### src/rwdf_pkg.sv
// Package for the recent-window duplicate filter.
// Holds fixed field widths, reset values and the controller command struct.
// No dependencies.
package rwdf_pkg;

    localparam int COUNT_W = 20;
    localparam logic [COUNT_W-1:0] COUNT_MAX = {COUNT_W{1'b1}};

    localparam int WL_W = 5;
    localparam logic [WL_W-1:0] WL_RESET = WL_W'(1);

    // Largest window a WL_W-bit length register can ask for.
    localparam int WL_LIMIT = (1 << WL_W) - 1;

    typedef struct packed {
        logic load;
        logic cfg_write;
    } rwdf_cmd_t;

endpackage

### src/rwdf_if.sv
// Channel interfaces of the recent-window duplicate filter.
// Depends on rwdf_pkg for the fixed field widths.
interface rwdf_item_if #(
    parameter int TYPE_BITS = 20
);
    logic                 valid;
    logic                 ready;
    logic [TYPE_BITS-1:0] item_type;
    logic                 start_of_run;

    modport source (output valid, item_type, start_of_run, input ready);
    modport sink   (input valid, item_type, start_of_run, output ready);
endinterface

interface rwdf_result_if;
    logic                        valid;
    logic                        ready;
    logic                        accepted;
    logic [rwdf_pkg::COUNT_W-1:0] accepted_count;

    modport source (output valid, accepted, accepted_count, input ready);
    modport sink   (input valid, accepted, accepted_count, output ready);
endinterface

interface rwdf_cfg_if;
    logic                      valid;
    logic                      ready;
    logic [rwdf_pkg::WL_W-1:0] data;

    modport source (output valid, data, input ready);
    modport sink   (input valid, data, output ready);
endinterface

### src/rwdf_ctrl.sv
// Controller of the recent-window duplicate filter: tracks the output register
// and issues load and configuration commands. Depends on rwdf_pkg.
module rwdf_ctrl (
    input  logic                clk,
    input  logic                rst_n,
    input  logic                in_valid,
    output logic                in_ready,
    output logic                out_valid,
    input  logic                out_ready,
    input  logic                cfg_valid,
    output logic                cfg_ready,
    output rwdf_pkg::rwdf_cmd_t cmd
);
    import rwdf_pkg::*;

    localparam logic ST_EMPTY = 1'b0;
    localparam logic ST_FULL  = 1'b1;

    logic state_reg;
    logic state_next;

    // The output register can take a new beat when empty or when its beat leaves now.
    assign in_ready      = (state_reg == ST_EMPTY) || out_ready;
    assign out_valid     = (state_reg == ST_FULL);
    assign cfg_ready     = 1'b1;
    assign cmd.load      = in_valid && in_ready;
    assign cmd.cfg_write = cfg_valid;

    always_comb
    begin
        state_next = state_reg;
        unique case (state_reg)
            ST_EMPTY:
            begin
                if (cmd.load)
                    state_next = ST_FULL;
            end
            ST_FULL:
            begin
                if (cmd.load)
                    state_next = ST_FULL;
                else if (out_ready)
                    state_next = ST_EMPTY;
            end
            default:
            begin
                state_next = ST_EMPTY;
            end
        endcase
    end

    always_ff @(posedge clk or negedge rst_n)
    begin
        if (!rst_n)
            state_reg <= ST_EMPTY;
        else
            state_reg <= state_next;
    end

endmodule

### src/rwdf_datapath.sv
// Datapath of the recent-window duplicate filter: window shift register,
// parallel compare, saturating counter and result register. Depends on rwdf_pkg.
module rwdf_datapath #(
    parameter int MAX_WINDOW = 16,
    parameter int TYPE_BITS  = 20
) (
    input  logic                          clk,
    input  logic                          rst_n,
    input  rwdf_pkg::rwdf_cmd_t           cmd,
    input  logic [rwdf_pkg::WL_W-1:0]     cfg_data,
    input  logic [TYPE_BITS-1:0]          item_type,
    input  logic                          start_of_run,
    output logic                          accepted,
    output logic [rwdf_pkg::COUNT_W-1:0]  accepted_count
);
    import rwdf_pkg::*;

    // Entries past the longest window the length register can select are never
    // compared, so they are not stored.
    localparam int DEPTH = (MAX_WINDOW < WL_LIMIT) ? MAX_WINDOW : WL_LIMIT;

    logic [WL_W-1:0]      wl_reg;
    logic [TYPE_BITS-1:0] types_reg [DEPTH];
    logic [TYPE_BITS-1:0] types_next [DEPTH];
    logic [DEPTH-1:0]     valid_reg;
    logic [DEPTH-1:0]     valid_next;
    logic [DEPTH-1:0]     live;
    logic [DEPTH-1:0]     match;
    logic                 hit;
    logic [COUNT_W-1:0]   count_reg;
    logic [COUNT_W-1:0]   count_base;
    logic [COUNT_W-1:0]   count_next;
    logic                 accepted_reg;
    logic [COUNT_W-1:0]   out_count_reg;

    // A start clears the window before the compare, so nothing can match.
    assign live = start_of_run ? '0 : valid_reg;

    always_comb
    begin
        for (int i = 0; i < DEPTH; i++)
        begin
            match[i] = live[i] && (types_reg[i] == item_type)
                       && ((i == 0) || (32'(wl_reg) > i));
        end
    end

    assign hit = |match;
    assign count_base = start_of_run ? '0 : count_reg;

    always_comb
    begin
        valid_next = live;
        count_next = count_base;
        for (int i = 0; i < DEPTH; i++)
            types_next[i] = types_reg[i];
        if (!hit)
        begin
            types_next[0] = item_type;
            valid_next[0] = 1'b1;
            for (int i = 1; i < DEPTH; i++)
            begin
                types_next[i] = types_reg[i-1];
                valid_next[i] = live[i-1];
            end
            if (count_base != COUNT_MAX)
                count_next = count_base + COUNT_W'(1);
        end
    end

    always_ff @(posedge clk or negedge rst_n)
    begin
        if (!rst_n)
        begin
            wl_reg    <= WL_RESET;
            valid_reg <= '0;
            count_reg <= '0;
        end
        else
        begin
            if (cmd.cfg_write)
                wl_reg <= cfg_data;
            if (cmd.load)
            begin
                valid_reg <= valid_next;
                count_reg <= count_next;
            end
        end
    end

    always_ff @(posedge clk)
    begin
        if (cmd.load)
        begin
            for (int i = 0; i < DEPTH; i++)
                types_reg[i] <= types_next[i];
            accepted_reg  <= !hit;
            out_count_reg <= count_next;
        end
    end

    assign accepted       = accepted_reg;
    assign accepted_count = out_count_reg;

endmodule

### src/recent_window_duplicate_filter_unit.sv
// Recent-window duplicate filter, top level. Depends on rwdf_pkg, rwdf_if,
// rwdf_ctrl and rwdf_datapath.
// Latency: a result is valid the cycle after its item's beat is taken.
// Throughput: one item per cycle while results are taken; the whole window is
// compared in parallel against the window registers.
// Reset: window empty, count zero, window length 1, no result pending.
module recent_window_duplicate_filter_unit #(
    parameter int MAX_WINDOW = 16,
    parameter int TYPE_BITS  = 20
) (
    input  logic          clk,
    input  logic          rst_n,
    rwdf_cfg_if.sink      cfg,
    rwdf_item_if.sink     items,
    rwdf_result_if.source results
);
    import rwdf_pkg::*;

    rwdf_cmd_t cmd;

    rwdf_ctrl u_ctrl (
        .clk       (clk),
        .rst_n     (rst_n),
        .in_valid  (items.valid),
        .in_ready  (items.ready),
        .out_valid (results.valid),
        .out_ready (results.ready),
        .cfg_valid (cfg.valid),
        .cfg_ready (cfg.ready),
        .cmd       (cmd)
    );

    rwdf_datapath #(
        .MAX_WINDOW (MAX_WINDOW),
        .TYPE_BITS  (TYPE_BITS)
    ) u_datapath (
        .clk            (clk),
        .rst_n          (rst_n),
        .cmd            (cmd),
        .cfg_data       (cfg.data),
        .item_type      (items.item_type),
        .start_of_run   (items.start_of_run),
        .accepted       (results.accepted),
        .accepted_count (results.accepted_count)
    );

endmodule

### src/flat_wrapper.sv
// flat-port wrapper written by rule: the top's interface ports become plain ports
module recent_window_duplicate_filter_unit_flat import rwdf_pkg::*;
#(
    parameter int MAX_WINDOW = 16,
    parameter int TYPE_BITS  = 20
)
  (clk, rst_n, cfg_valid, cfg_data, cfg_ready, items_valid, items_item_type, items_start_of_run, items_ready, results_valid, results_accepted, results_accepted_count, results_ready);
  rwdf_cfg_if cfg_i ();
  rwdf_item_if #(.TYPE_BITS(TYPE_BITS)) items_i ();
  rwdf_result_if results_i ();
  input  logic clk;
  input  logic rst_n;
  input wire logic [$bits(cfg_i.valid)-1:0] cfg_valid;
  input wire logic [$bits(cfg_i.data)-1:0] cfg_data;
  output wire logic [$bits(cfg_i.ready)-1:0] cfg_ready;
  input wire logic [$bits(items_i.valid)-1:0] items_valid;
  input wire logic [$bits(items_i.item_type)-1:0] items_item_type;
  input wire logic [$bits(items_i.start_of_run)-1:0] items_start_of_run;
  output wire logic [$bits(items_i.ready)-1:0] items_ready;
  output wire logic [$bits(results_i.valid)-1:0] results_valid;
  output wire logic [$bits(results_i.accepted)-1:0] results_accepted;
  output wire logic [$bits(results_i.accepted_count)-1:0] results_accepted_count;
  input wire logic [$bits(results_i.ready)-1:0] results_ready;
  assign cfg_i.valid = cfg_valid;
  assign cfg_i.data = cfg_data;
  assign cfg_ready = cfg_i.ready;
  assign items_i.valid = items_valid;
  assign items_i.item_type = items_item_type;
  assign items_i.start_of_run = items_start_of_run;
  assign items_ready = items_i.ready;
  assign results_valid = results_i.valid;
  assign results_accepted = results_i.accepted;
  assign results_accepted_count = results_i.accepted_count;
  assign results_i.ready = results_ready;
  recent_window_duplicate_filter_unit #(.MAX_WINDOW(MAX_WINDOW), .TYPE_BITS(TYPE_BITS)) u_core (.clk(clk), .rst_n(rst_n), .cfg(cfg_i), .items(items_i), .results(results_i));
endmodule
### config.mk
export PLATFORM = sky130hd
export DESIGN_NAME = recent_window_duplicate_filter_unit_flat
export DESIGN_NICKNAME = d
export VERILOG_FILES = /design/src/rwdf_pkg.sv /design/src/rwdf_if.sv /design/src/rwdf_ctrl.sv /design/src/rwdf_datapath.sv /design/src/recent_window_duplicate_filter_unit.sv /design/src/flat_wrapper.sv
export SDC_FILE = /design/constraint.sdc
export NUM_CORES = 1
export LEC_CHECK = 0
export ABC_AREA = 1
export BUFFER_PORTS_ARGS = -buffer_cell sky130_fd_sc_hd__buf_2
export CAP_MARGIN = 5
export CORE_AREA = 2 2 223 225
export DETAILED_ROUTE_END_ITERATION = 8
export DIE_AREA = 0 0 225 227
export PLACE_DENSITY = 0.64
export SYNTH_ARGS = -nofsm -noshare
export SYNTH_HDL_FRONTEND = slang
export SYNTH_SLANG_ARGS = --single-unit
### constraint.sdc
create_clock -name clk -period 20.2 [get_ports clk]
set_input_delay 4.04 -clock clk [delete_from_list [all_inputs] [get_ports clk]]
set_output_delay 4.04 -clock clk [all_outputs]
set_load 0.02 [all_outputs]
# [Yosys cells after proc, flatten, opt, wreduce, memory -nomap -nowiden]
# Memory sizes are Yosys's and may differ from the RTL's.
# Cells that the tools add are included.
[classes] n_bitwise=1 n_mux=11 magnitude_cmp=15 n_eq_ne=17 addsub=1 reduce_logical=35
[ops] operator="$eq A20 B20 Y1" count=16
[ops] operator="$mux W320" count=1
[ops] operator="$mux W20" count=3
[ops] operator="$gt A5 B4 Y1 const B" count=8
[ops] operator="$logic_and A1 B1 Y1" count=32
[ops] operator="$mux W16" count=2
[ops] operator="$add A20 B1 Y20 const B" count=1
[ops] operator="$gt A5 B3 Y1 const B" count=4
[ops] operator="$ne A20 B20 Y1 const B" count=1
[ops] operator="$reduce_or A16 Y1" count=1
[ops] operator="$gt A5 B2 Y1 const B" count=2
[ops] operator="$gt A5 B1 Y1 const B" count=1
[ops] operator="$mux W1" count=4
[ops] operator="$pmux W1 S2" count=1
[ops] operator="$logic_not A1 Y1" count=1
[ops] operator="$logic_or A1 B1 Y1" count=1
[ops] operator="$not A1 Y1" count=1
[word_totals] output_inout_bits=24 memories=1 word_cells=87 ramBits=320 ff_bits=63
[mem_list] name="u_core.u_datapath.types_reg" words=16 word_bits=20 rd=16 rd_clocked_by_memory_dff=0 wr=16 line="rwdf_datapath.sv:23" source="logic [TYPE_BITS-1:0] types_reg [DEPTH];"

# [Longest topological paths before layout]
# Gate-level depths: netlist (run 1).
# An unclocked memory read counts as a cell.
[logic_depth] depth_word=6 depth_mapped=19 depth_no_buf=17

# [Modules after synthesis]
# A second synthesis (run 1) with hierarchy kept.
[unflattened] cells_unflattened=2082 area_unflattened_um2=18788.0
[modules_own_cells] module="rwdf_datapath" seq_area_each_um2=11267.1 instances=1 area_each_um2=18724.2 cells_each=2073
[modules_own_cells] module="rwdf_ctrl" seq_area_each_um2=25.0 instances=1 area_each_um2=63.8 cells_each=9

# [Worst setup path before layout (run 1)]
# OpenSTA, ideal clock, no wires.
[synth_timing] kind="in2reg" start="input items_item_type[7]" end="memory u_core.u_datapath.types_reg[0][0], enable pin" stages=16 setup_time_ps=1007 slack_ps=681 path_buffers=3 t_arrival_ps=18512 cell_sequence="buf_4 inv_2 buf_4 nand2_1 nand2_1 nor2_1 nand2_1 nor2_1 nand2_1 nor2_1 nor2_1 nand2_1 nor2_2 nand2_2 buf_2 nor2_1"
[synth_lines] element="start, declared" line="flat_wrapper.sv:17" source="input wire logic [$bits(items_i.item_type)-1:0] items_item_type;"
[synth_lines] element="end, declared" line="rwdf_datapath.sv:23"

==> flow_summary.toml, run 1 <==
[clock_network]
clk_pin_slew_ns = 0.06
ctsResizeCount = 0
cts_max_level = 2
cts.sinks = 383
cts_tree = "built"
cts_setup_buffers = 0
clk_latency_ns = 0.59
clockRootBuffer = "clkbuf_16"
hold_buffers = 0
cts_buffer_depth = 3
cts_buffers = 44

[logic_synthesis]
syn-cell-area_sq_um = 21600
synth-seq-cells = 383
synth_most_common_cell = "nand2_1"
synthCells = 2791
post_synth.cell_area_avg_sq_um = 7.75
synth_ff_type = "edfxtp_1"
async_reset_ff_frac = 0.110
synth-edff-count = 341
synth.distinct_cells = 38
syn-num-nets = 2823
synth_top_cells_by_count = "1056 x nand2_1, 407 x nor2_1, 345 x inv_1"
synth_top_area_share = 0.474
synth_area_leaders = "edfxtp_1 47%, nand2_1 18%, nor2_1 7.1%, inv_1 6.0%, dfrtp_1 4.7%"
ys_seq_area_frac = 0.522
synth_largest_area_cell = "edfxtp_1"
yosys_warnings = 0

[floorplanning]
io_pins = 55
initial_utilization = 0.445
dieArea_sq_um = 51100
row_count = 81
die_h_um = 227
core-area_sq_um = 48500
die_x_um = 225

[placement]
dpl.cell_count = 3393
port_buffers = 53
preCtsSetupSlack_ns = 9.56
dp_hpwl_mm = 57.2
place_congestion = 0.965

[setup_path]
cp-start-kind = "input port"
arrival_ns = 10.31
critPathKind = "input port to flip-flop"
end_kind = "flip-flop"
r2r_cells = 16
cp_max_fo = 87
critPathRequiredTime_ns = 20.40

[status]
status = "complete, no violations"

[timing]
fin_tns_setup_ns = 0
finalMaxSlewViolations = 0
period_share = 0.501
setup_violations = 0
worst_pin_slew_ns = 1.41
rsz0062_at_grt = "false"
period_needed_ns = 10.11
max_freq_mhz = 98.9
skew_ns = 0.0202
holdWs_ns = 0.455
hold_viol_final = 0
setup_ws_ns = 10.09
relSlewSlack = 0.0575

[global_routing]
grt_pass1_vias = 18100
track_usage = 0.325
grt_pass1_wl_mm = 119
grt_overflow = 0
grt_max_degree = 88
antenna_found_initial = 3

[power]
power_leakage_nw = 10.9
cellPowerDensity_nw_per_um2 = 86.0
vdd_drop_max_mv = 0.0638

[min_path]
hold_depth = 0
hold_class = "flip-flop to flip-flop"

[routing]
first_pass_iters = 6
wirelength_mm = 81.8
dr_total_vias = 19000
routed_via_density = 5.48
first_iter_violations = 2308
drc = 0
wire_per_inst_um = 23.6
ant_nets = 0

[cells_and_area]
area.growth.synth_to_final_pct = 9.15
fin_nets = 2849
largest_register_ffs = 320
drive_gt1_frac = 0.0632
utilization = 0.486
instances_no_fill = 3470

[flow_run]
maxCapViolations = 0
==> logic make-up after synthesis <==
logic type | synth area share
xor+xnor | 0.0284
buf+inv | 0.0879
compound gates | 0.0337
other cells | 0.000173
fa+ha+maj | 0.000579
flops | 0.522
simple gates | 0.327
==> layout make-up <==
cell class	instances	area, sq um
diodes	1	2.50
clock buffers	51	1170
clock inverters	25	199
fillers	4727	24900
inverters	364	1370
multi-input cells	1959	8430
flip-flops and latches	383	11300
well taps	622	778
repair buffers	65	355
==> stage by stage <==
stage	cell area, sq um	power, W
6_report	23600	0.00203
3_3_place_gp	22200	0.00125
3_5_place_dp	22200	0.00126
5_1_grt	23600	0.00210
2_1_floorplan	21600	0.00117
4_1_cts	23600	0.00204
==> layout by cell type (no fill, tap or decap), types with 41 or more instances in the layout <==
| cell type | instances |
|---|---|
| o21ai_0 | 100 |
| nand3_1 | 138 |
| edfxtp_1 | 341 |
| nor2_1 | 406 |
| dfrtp_1 | 41 |
| nand4_1 | 53 |
| nand2_1 | 1056 |
| buf_2 | 53 |
| clkbuf_16 | 45 |
| xnor2_1 | 54 |
| inv_1 | 345 |
==> layer usage <==
layer | up-vias | GRT usage | share of wire
li1 | 8878 | - | -
met1 | 8930 | 0.419 | 0.40
met2 | 986 | 0.523 | 0.45
met3 | 233 | 0.0457 | 0.081
met4 | 2 | 0.197 | 0.070
met5 | - | 0 | 0.00016
==> critical path: stages <==
cell and delay, ns:
buf_2 0.32, inv_1 1.12, nand2_1 0.17, o21ai_0 0.14
nor2_1 0.07, nand2_1 0.07, nor2_1 0.04, nand3_1 0.25
nand2_1 0.09, inv_1 0.06, nand2_1 0.11, nor2_2 0.17
buf_4 0.35, nand2_2 0.50, nor2_4 0.86, buf_4 0.88
buf_4 0.97
==> worst paths after layout <==
path / start / end / slack [ns]
max: items_item_type[3] / u_core.u_datapath.types_reg[1][103] / 10.09
min: u_core.u_datapath.types_reg[1][89] / u_core.u_datapath.types_reg[1][109] / 0.45
max reg2reg: u_core.u_datapath.wl_reg[4] / u_core.u_datapath.types_reg[1][103] / 14.17
min reg2reg: u_core.u_datapath.types_reg[1][89] / u_core.u_datapath.types_reg[1][109] / 0.45
max in group asynchronous: rst_n / u_core.u_datapath.valid_reg[3] / 15.91
min in group asynchronous: rst_n / u_core.u_datapath.count_reg[15] / 3.64
==> report_power, final <==
| part | internal (W) | switching (W) |
|---|---|---|
| Combinational | 0.0000732 | 0.000200 |
| Clock | 0.000449 | 0.000333 |
| Sequential | 0.000925 | 0.0000473 |
(Power assumes the default switching activity.)
==> inputs of run 2 (changes only) <==
Clock period 20.2 ns to 9.4 ns, I/O delays scaled along.
==> flow_summary.toml, run 2 (synthesis gave the netlist of run 1 again) <==
[timing]
skew_ns = 0.0190
max_freq_mhz = 158
setup_violations = 0
hold_viol_final = 0
setup_ws_ns = 3.07
finalMaxSlewViolations = 0
rsz0062_at_grt = "false"
period_needed_ns = 6.33
fin_tns_setup_ns = 0
relSlewSlack = 0.191
worst_pin_slew_ns = 1.21
period_share = 0.673

[floorplanning]
die_x_um = 225
io_pins = 55
die_h_um = 227
core-area_sq_um = 48500
initial_utilization = 0.445
row_count = 81
dieArea_sq_um = 51100

[clock_network]
clk_pin_slew_ns = 0.06
clockRootBuffer = "clkbuf_16"
ctsResizeCount = 0
hold_buffers = 0
cts.sinks = 383
cts_tree = "built"
cts_buffer_depth = 3
clk_latency_ns = 0.60
cts_setup_buffers = 0
cts_buffers = 44
cts_max_level = 2

[cells_and_area]
diodes = 0
final_cell_mix = "1056 x nand2_1, 406 x nor2_1, 345 x inv_1, 341 x edfxtp_1, 138 x nand3_1"
final_common_cell = "nand2_1"
fin_nets = 2855
area.growth.synth_to_final_pct = 9.63
largest_register_ffs = 320
n_fill_cell = 4735
drive_gt1_frac = 0.0648

[setup_path]
critPathKind = "input port to flip-flop"
arrival_ns = 6.59
crit_chain = "buf_2 > buf_4 > inv_1 > nand2_1 > o21ai_0 > nor2_1 > nand2_1 > nor2_1 > nand3_1 > nand2_1 > inv_1 > nand2_1 > nor2_2 > buf_4 > nand2_2 > nor2_4 > buf_4"
critPathRequiredTime_ns = 9.66
cp.depth = 17
crit_path_max_incr_delay_ns = 1.00
critPathTopFamily = "simple AND/OR/NAND/NOR gates"
cp_slowest_cell = "nor2_4"
cp-start-kind = "input port"
cp_max_fo = 33
end_kind = "flip-flop"
crit_top_cell = "nand2_1"
r2r_cells = 13
critical_path_buf_inv_count = 6
rrSetupSlack_ns = 4.72

[global_routing]
grt_pass1_vias = 17900
grt_pass1_wl_mm = 115
busiest_layer = "met2"
grt_max_degree = 80
use_met3 = 0.0419
track_usage = 0.312
use_met2 = 0.500
use_met1 = 0.410
antenna_found_initial = 0
grt_overflow = 0

[min_path]
hold_class = "flip-flop to flip-flop"
hold_depth = 0

[placement]
dp_hpwl_mm = 55.0
place_congestion = 0.988
preCtsSetupSlack_ns = 2.52
port_buffers = 53

[routing]
wirelength_mm = 78.7
routed_via_density = 5.48
drc = 0
first_iter_violations = 2303
ant_nets = 0
first_pass_iters = 7
dr_total_vias = 19000
wire_per_inst_um = 22.6

[power]
vdd_drop_max_mv = 0.129
power_leakage_nw = 11.0
cellPowerDensity_nw_per_um2 = 184

[flow_run]
maxCapViolations = 0

[status]
status = "complete, no violations"
-- run 2: changes by cell type in the layout (fill, tap and decap cells not counted) --
cell        before  now
diode_2          1    0
clkbuf_1         4    8
clkinv_2        10    7
buf_4           12   14
clkinv_1         9    8
clkinvlp_4       1    3
buf_12           0    4
-- run 2: metal layers --
metal | vias up | share of wire
li1 | 8882 | -
met1 | 8952 | 0.41
met2 | 993 | 0.45
met3 | 213 | 0.078
met4 | 0 | 0.059
met5 | - | 0
-- run 2: worst register-to-register path: stages, from the launching register on --
cell,delay (ns)
dfrtp_1,0.54
inv_1,0.29
nand2_1,0.12
nor3_1,0.46
nor2_1,0.09
nand3b_1,0.10
nor2_1,0.08
nor2_1,0.09
nand2_1,0.13
nor2_2,0.10
buf_4,0.31
nand2_2,0.49
nor2_4,1.01
buf_4,0.52
-- run 2: where the power goes --
part / leakage (nW) / internal [W] / total (W) / switching (W)
Combinational: 6.53 / 0.000162 / 0.000584 / 0.000421
Sequential: 3.77 / 0.00199 / 0.00209 / 0.000102
Clock: 0.670 / 0.000972 / 0.00169 / 0.000723
-- run 2: area by class of cell --
cell class | count | area, sq um | area share
sequential | 383 | 11300 | 0.476
multi-input combinational | 1959 | 8430 | 0.356
inverter | 364 | 1370 | 0.0576
clock buffer | 55 | 1180 | 0.0499
tap | 622 | 778 | 0.0328
timing repair buffer | 71 | 450 | 0.0190
clock inverter | 23 | 195 | 0.00824
-- run 2: worst paths after layout --
check,startpoint,endpoint
worst min register to register,u_core.u_datapath.types_reg[0][115],u_core.u_datapath.types_reg[0][135]
worst max-delay path,items_item_type[3],u_core.u_datapath.types_reg[0][15]
worst min-delay path,u_core.u_datapath.types_reg[0][115],u_core.u_datapath.types_reg[0][135]
min in group asynchronous,rst_n,u_core.u_datapath.count_reg[16]
worst max register to register,u_core.u_datapath.wl_reg[4],u_core.u_datapath.types_reg[0][15]
max in group asynchronous,rst_n,u_core.u_datapath.wl_reg[3]
-- run 2: stage by stage --
step,cell area (sq um),instances,util,total power [W],hold slack [ns]
6_report,23700,3477,0.488,0.00437,0.454
4_1_cts,23700,3477,0.488,0.00438,0.454
3_3_place_gp,22300,3399,0.460,0.00269,0.443
3_5_place_dp,22300,3399,0.460,0.00269,0.438
2_1_floorplan,21600,2791,-,0.00248,0.426
5_1_grt,23700,3477,0.488,0.00452,0.475
==> inputs of run 3 (changes only) <==
Clock period 9.4 ns to 6.25 ns, I/O delays scaled along.
==> flow_summary.toml, run 3 (synthesis gave the netlist of run 1 again) <==
[status]
status = "complete, no violations"

[global_routing]
track_usage = 0.325
grt_pass1_wl_mm = 119
grt_overflow = 0
antenna_found_initial = 0
grt_pass1_vias = 18400
grt_max_degree = 83

[timing]
skew_ns = 0.0232
max_freq_mhz = 227
hold_viol_final = 0
setup_ws_ns = 1.84
setup_violations = 0
period_share = 0.706
rsz0062_at_grt = "false"
holdWs_ns = 0.461
relSlewSlack = 0.218
worst_pin_slew_ns = 1.17
period_needed_ns = 4.41
finalMaxSlewViolations = 0

[floorplanning]
io_pins = 55
row_count = 81
initial_utilization = 0.445
core-area_sq_um = 48500
die_h_um = 227
die_x_um = 225
dieArea_sq_um = 51100

[clock_network]
cts_setup_buffers = 0
ctsResizeCount = 0
clockRootBuffer = "clkbuf_16"
cts.sinks = 383
cts_max_level = 2
clk_latency_ns = 0.59
cts_buffers = 44
hold_buffers = 0
clk_pin_slew_ns = 0.06
cts_tree = "built"
cts_buffer_depth = 3

[placement]
port_buffers = 53
place_congestion = 1.05
dp_hpwl_mm = 58.4
preCtsSetupSlack_ns = 1.32

[cells_and_area]
n_fill_cell = 4696
final_common_cell = "nand2_1"
drive_gt1_frac = 0.0678
diodes = 0
largest_register_ffs = 320
area.growth.synth_to_final_pct = 10.3
utilization = 0.491
fin_nets = 2856
final_cell_mix = "1056 x nand2_1, 406 x nor2_1, 342 x inv_1, 341 x edfxtp_1, 138 x nand3_1"

[setup_path]
crit_path_max_incr_delay_ns = 0.69
critPathRequiredTime_ns = 6.48
cp-start-kind = "input port"
cp_max_fo = 82
cp_slowest_cell = "inv_1"
end_kind = "flip-flop"
critPathKind = "input port to flip-flop"
critPathTopFamily = "simple AND/OR/NAND/NOR gates"
arrival_ns = 4.64
critical_path_buf_inv_count = 3
crit_chain = "buf_2 > inv_1 > or2_2 > nand4_1 > nor2_1 > nand2_1 > nor2_1 > nor2_1 > nand2_1 > nor2_2 > nand2_2 > nor2_4 > buf_12"
crit_top_cell = "nor2_1"

[min_path]
hold_class = "flip-flop to flip-flop"

[routing]
first_iter_violations = 2281
wire_per_inst_um = 23.5
wirelength_mm = 81.8
drc = 0
dr_total_vias = 18900
ant_nets = 0
first_pass_iters = 5
routed_via_density = 5.43

[power]
vdd_drop_max_mv = 0.184
power_leakage_nw = 11.0
power.total_w = 0.00678
cellPowerDensity_nw_per_um2 = 284

[flow_run]
maxCapViolations = 0
run 3: final timing paths:
kind                                                         start                                 end  slack (ns)  depth (start not counted)
worst max-delay path                            items_item_type[3]  u_core.u_datapath.types_reg[1][29]        1.84                         13
worst min-delay path            u_core.u_datapath.types_reg[1][37]  u_core.u_datapath.types_reg[1][57]        0.46                          0
worst max register to register         u_core.u_datapath.wl_reg[4]  u_core.u_datapath.types_reg[1][29]        2.74                         14
worst min register to register  u_core.u_datapath.types_reg[1][37]  u_core.u_datapath.types_reg[1][57]        0.46                          0
max in group asynchronous                                    rst_n      u_core.u_datapath.count_reg[6]        5.04                          2
min in group asynchronous                                    rst_n     u_core.u_datapath.count_reg[13]        0.77                          2
run 3: area by class of cell:
type | count | area, sq um | share of cell area
tap | 622 | 778 | 0.0326
timing repair buffer | 72 | 458 | 0.0192
clock buffer | 53 | 1180 | 0.0493
inverter | 364 | 1380 | 0.0578
sequential | 383 | 11300 | 0.474
multi-input combinational | 1959 | 8430 | 0.354
clock inverter | 29 | 324 | 0.0136
run 3: where the power goes:
part,internal (W),switching [W]
registers,0.00299,0.000153
logic,0.000244,0.000650
clock network,0.00163,0.00112
total,0.00486,0.00192
run 3: worst register-to-register path, stage by stage (launching register included):
cell and delay (ns):
dfrtp_1 0.53, nor2_2 0.32, nand2_1 0.34, inv_1 0.23, nor2_1 0.06, nand2_1 0.07
nor2_1 0.04, nand3_1 0.14, nand2_1 0.07, inv_1 0.06, nand2_1 0.07, nor2_2 0.13
nand2_2 0.09, nor2_4 0.50, buf_12 0.43
run 3: stage by stage:
step                TNS, ns  area [sq um]  cells
finish                    0         23800   3482
global route              0         23800   3482
CTS                       0         23800   3482
detailed placement        0         22300   3400
global placement          0         22300   3400
floorplan           -417.79         21700   2791
run 3: metal layers:
| layer | wire (um) | GRT usage | vias to the layer above |
|---|---|---|---|
| li1 | - | - | 8912 |
| met1 | 32000 | 0.397 | 8887 |
| met2 | 38600 | 0.541 | 849 |
| met3 | 5190 | 0.0434 | 259 |
| met4 | 5980 | 0.220 | 0 |
| met5 | 0 | 0 | - |
